File: src/rtl/lstm_pkg.sv
// Package: shared constants, types and fixed-point helpers for the LSTM sample block.
`default_nettype none
package lstm_pkg;
  localparam int UNITS = 8;
  localparam int ROWS = 4 * UNITS;
  localparam int MEM_DEPTH = 512;
  localparam int AW = 9;
  localparam int UW = (UNITS > 1) ? $clog2(UNITS) : 1;
  localparam int RW = $clog2(ROWS);
  localparam int BASE_B = 4 * UNITS;
  localparam int BASE_WH = 8 * UNITS;
  localparam int BASE_LW = 8 * UNITS + 4 * UNITS * UNITS;
  localparam int BASE_LB = BASE_LW + UNITS;
  localparam int ACC_W = 48;
  localparam logic signed [15:0] ONE_Q12 = 16'sd4096;

  localparam logic [1:0] KIND_SAMPLE = 2'd0;
  localparam logic [1:0] KIND_WRITE = 2'd1;
  localparam logic [1:0] KIND_CLEAR = 2'd2;
  localparam logic [1:0] KIND_RSVD = 2'd3;

  // Control from the sequencer to every cell.
  typedef struct packed {
    logic clear;   // zero c and h
    logic shift;   // rotate the h ring by one cell
    logic load;    // take new c and h at the tail, rotate both rings
  } cell_ctl_t;

  function automatic logic signed [13:0] tanh_tab(input logic [4:0] i);
    logic signed [13:0] v;
    unique case (i)
      5'd0: v = 14'sd0;     5'd1: v = 14'sd1003;  5'd2: v = 14'sd1893;
      5'd3: v = 14'sd2602;  5'd4: v = 14'sd3119;  5'd5: v = 14'sd3475;
      5'd6: v = 14'sd3707;  5'd7: v = 14'sd3856;  5'd8: v = 14'sd3949;
      5'd9: v = 14'sd4006;  5'd10: v = 14'sd4041; 5'd11: v = 14'sd4062;
      5'd12: v = 14'sd4076; 5'd13: v = 14'sd4084; 5'd14: v = 14'sd4089;
      5'd15: v = 14'sd4091; 5'd16: v = 14'sd4093; 5'd17: v = 14'sd4094;
      5'd18: v = 14'sd4095; 5'd19: v = 14'sd4095; default: v = 14'sd4096;
    endcase
    return v;
  endfunction

  function automatic logic signed [15:0] tanh_q12(input logic signed [15:0] x);
    logic [16:0] u;
    logic [6:0] idx;
    logic signed [13:0] d;
    logic signed [24:0] p;
    logic signed [13:0] y;
    u = x[15] ? 17'(-{x[15], x}) : {1'b0, x};
    idx = u[16:10];
    d = tanh_tab(5'(idx + 7'd1)) - tanh_tab(idx[4:0]);
    p = d * $signed({1'b0, u[9:0]}) + 25'sd512;
    if (idx >= 7'd20) y = 14'sd4096;
    else y = tanh_tab(idx[4:0]) + 14'(p >>> 10);
    return x[15] ? 16'(-y) : 16'(y);
  endfunction

  function automatic logic signed [15:0] sigmoid_q12(input logic signed [15:0] x);
    logic signed [16:0] t;
    t = 17'(ONE_Q12) + 17'(tanh_q12(x >>> 1));
    return 16'(t >>> 1);
  endfunction

  function automatic logic signed [15:0] round_sat(input logic signed [ACC_W-1:0] v,
                                                   input logic [4:0] s);
    logic signed [ACC_W-1:0] r;
    r = (v + (ACC_W'(1) <<< (s - 5'd1))) >>> s;
    if (r > 48'sd32767) return 16'sh7fff;
    if (r < -48'sd32768) return 16'sh8000;
    return r[15:0];
  endfunction
endpackage
`default_nettype wire

File: src/rtl/lstm_cell.sv
// One state cell: holds c and h for one unit, hands them to its neighbour.
`default_nettype none
module lstm_cell (
  input  wire logic                   clk,
  input  wire lstm_pkg::cell_ctl_t    ctl,
  input  wire logic signed [15:0]     c_in,
  input  wire logic signed [15:0]     h_in,
  output logic signed [15:0]          c,
  output logic signed [15:0]          h
);
  import lstm_pkg::*;
  // c and h reset through the clear strobe, which the sequencer raises at reset
  always_ff @(posedge clk) begin
    if (ctl.clear) begin
      c <= '0;
      h <= '0;
    end else if (ctl.load) begin
      c <= c_in;
      h <= h_in;
    end else if (ctl.shift) begin
      h <= h_in;
    end
  end
endmodule
`default_nettype wire

File: config.mk
export PLATFORM = sky130hd
export DESIGN_NAME = lstm_cell
export DESIGN_NICKNAME = d
export VERILOG_FILES = /design/src/rtl/lstm_pkg.sv /design/src/rtl/lstm_cell.sv
export SDC_FILE = /design/constraint.sdc
export NUM_CORES = 1
export LEC_CHECK = 0
export ABC_AREA = 1
export BUFFER_PORTS_ARGS = -buffer_cell sky130_fd_sc_hd__buf_2
export CORE_ASPECT_RATIO = 1.75
export CORE_MARGIN = 2
export CORE_UTILIZATION = 25
export DETAILED_ROUTE_END_ITERATION = 10
export GPL_ROUTABILITY_DRIVEN = 0
export PLACE_DENSITY_LB_ADDON = 0.25
export SETUP_SLACK_MARGIN = 0.4
export SKIP_CTS_REPAIR_TIMING = 1
export SYNTH_ARGS = -nofsm -noshare
export SYNTH_HDL_FRONTEND = slang
export SYNTH_SLANG_ARGS = --single-unit
File: constraint.sdc
create_clock -name clk -period 0.8 [get_ports clk]
set_input_delay 0.12 -clock clk [delete_from_list [all_inputs] [get_ports clk]]
set_output_delay 0.12 -clock clk [all_outputs]
set_load 0.02 [all_outputs]
# Word-level counts from Yosys, hierarchy flattened

Cells that the tools add are included.

Register bits: 32
Output and inout port bits: 32

Muxes and demuxes: 2
Reductions and logical operators: 1

Operators by type and width:

| cell               | count |
|---|---|
| two-way mux 16 bit | 2 |
| nonzero test 2 bit | 1 |

# Depth between registers and ports, before layout

Depth in word-level cells: 2
Depth in mapped cells: 5
Depth with buffers taken out: 4

# Worst setup path after synthesis

OpenSTA, ideal clock, no wires.

Path type: reg-to-reg
Start: register h[10] (netlist name)
End: register h[10]
Data arrival time: 633 ps
Data required time: 736 ps
Path slack: 104 ps
Stages on the path, launching flop included: 5
Path buffers: 0
Period minus slack after synthesis: 696 ps
Path through: dfxtp_1 -> inv_1 -> nand2_1 -> nand2_1 -> nor2_1

RTL lines:

| what                 | RTL line        | source |
|---|---|---|
| end signal, assigned | lstm_cell.sv:19 | `h <= h_in;` |
| end signal, assigned | lstm_cell.sv:21 | `h <= h_in;` |
| end, declared        | lstm_cell.sv:9  | `output logic signed [15:0] h` |

# Worst setup path after layout

Start: register c[4]
End: output c[4]

RTL lines:

| what                   | RTL line        | source |
|---|---|---|
| start, declared        | lstm_cell.sv:8  | `output logic signed [15:0] c,` |
| start signal, assigned | lstm_cell.sv:18 | `c <= c_in;` |

No word-level cell between the ends.

==> out/qor.csv <==
metric;value;unit
Die ar.;5450;um2
gr usage total;11.5;%
unrepaired setup endpoints after global routing;yes;
Worst Min Path Start;c_in[5];
status;finished, violations left;
root buf cell;clkbuf_8;
clk_skew;0;ps
IR drop worst, VDD;1130;uV
max-slew violations;0;
DIE HEIGHT;96.2;um
Placed Instances;285;
reg2reg end;h[0];
max incr delay on CP;350;ps
Hold EP;c[5];
post-route insts no fill;295;
Routed WL per cell;10.3;um
initial antenna violation count;0;
clock period minus worst slack;876;ps
Hold/Removal Path Class;in2reg;
Gate Count Post-Synth;171;
Cell Chain, Critical Path;buf_6;
vias in the first global route;1112;
Startpoint Class;flop;
largest net degree at the start of global routing;33;
Core Region;4670;um2
Yosys top cell area share;52.8;%
share of post-route cells with drive strength above 1;58.0;%
Critical Path AT;760;ps
hpwl dp;2.09;mm
clk sinks;32;
Nets;278;
worst skew pair latency;280;ps
share of the yosys chip area belonging to registers;52.8;%
Num CTS Buffers;5;
#FFs+latches synth;32;
Max-Cap Viols;0;
Hold Path Depth;3;
Die Wd;56.7;um
DRT Pass-1 Iters;2;
P&R area growth vs syn;71.9;%
# diodes;0;
final hold slack;55.5;ps
first-pass GRT wire length;4.80;mm
drt drc;0;
Setup CP Type;reg2out;
LEAKAGE;0.997;nW
initial DRC count;40;
Post-Syn Nets;207;
most frequent cells in the layout;nor2_1, buf_2, buf_6;
slowest CP cell;dfxtp_4;
Final WS setup;-76.0;ps
Switching Share;28.4;%
GRT overflow;0;
Initial Util;26.0;%
Net Switching;1.06;mW
Area after DPL;1730;um2
Post-Route WL;3.04;mm
Worst R2R Path Depth;5;
CTS tree;built;
Max Fclk;1140;MHz
Seq pwr share;47.6;%
Max FO, Critical Path;2;
fin area;2090;um2
CP required;680;ps
period utilization;110;%
Synth Cell Area;1210;um2
Yosys warning count;0;
vias per cell;4.11;
clock share of power;31.1;%
Worst Max-Slew Pin Slew;295;ps
final setup fails;32;
via count;1212;
R2R Setup Slk;80;ps
Mean Syn Cell Area;7.10;um2
failing checks;negative setup slack;
Worst Setup End Kind;output pin;
Final Hold Viols;0;
clock transition at the registers of the reported paths;70;ps
Pint;2.67;mW
PwrDens;1790;nW/um2
post-synth top area cell;dfxtp_1;
row count;33;
RR Startpoint;h[0];
synth top area cells;dfxtp_1, nor2_1, nand2_1;
htree depth;2;
PortBufs;67;
Top delay family on crit path;flip-flops;
Worst Path Buf+Inv;1;
Max-slew headroom;80.3;%
CTS max path bufs;2;
combinational share of power;21.3;%
post-synthesis cell type count;12;
commonest non-fill, non-tap cell in the layout;nor2_1;
Worst path depth;1;
Ports;68;
Post-DRT Antenna Nets;0;
==> routing by layer <==
layer / global-route usage, % / wire (um)
met3: 3.23 / 175
met2: 20.5 / 1620
met1: 11.8 / 1170
met5: 0 / 0
met4: 6.55 / 78
==> power groups by stage <==
| stage | combinational [mW] | sequential [mW] | clock, mW |
|---|---|---|---|
| 3_5_place_dp | 0.631 | 1.77 | 0 |
| 4_1_cts | 0.633 | 1.74 | 1.22 |
| 3_3_place_gp | 0.623 | 1.77 | 0 |
| 2_1_floorplan | 0.231 | 1.92 | 0 |
| 6_report | 0.794 | 1.78 | 1.16 |
| 5_1_grt | 0.875 | 1.79 | 1.29 |
==> state kept, by name, summed over array words and instances, names as in the netlist <==
signal / flops
c: 16
h: 16
==> how the worst max path moves through the flow <==
stage,from,endpoint
detailed placement,ctl[0],h[11]
global route,c[4],c[4]
CTS,c[10],c[10]
finish,c[4],c[4]
global placement,ctl[0],h[13]
floorplan,ctl[0],h[11]
==> metrics by stage <==
stage	utilization [%]	setup WS [ps]	TNS, ps	power (mW)
after floorplan	-	174	0	2.15
after global placement	37.0	-23.8	-318	2.39
after detailed placement	37.0	-42.1	-448	2.40
after CTS	38.8	-121	-3320	3.59
after global routing	44.7	-104	-2970	3.96
final	44.7	-76.0	-2130	3.73
==> cell type report <==
class                   instances  area, um2
fillers                       502       2580
flip-flops and latches         32        761
repair buffers                 72        602
multi-input cells             113        508
clock buffers                   5       68.8
inverters                      18       67.6
well taps                      52       65.1
clock inverters                 3       13.8
==> Yosys cell counts <==
| cell | count |
|---|---|
| clkbuf_1 | 1 |
| o21ai_0 | 16 |
| buf_2 | 3 |
| nor2_1 | 64 |
| buf_6 | 2 |
| dfxtp_1 | 32 |
| nand2_1 | 32 |
| inv_2 | 1 |
| nor2_4 | 1 |
| buf_4 | 1 |
| inv_1 | 17 |
| clkbuf_2 | 1 |
==> cell families after synthesis <==
logic type | synth area share, %
AOI/OAI and AO/OA | 6.60
buffers and inverters | 10.0
DFF | 52.8
and+or+nand+nor | 30.6
No activity file was read; power rests on OpenSTA's default activity.
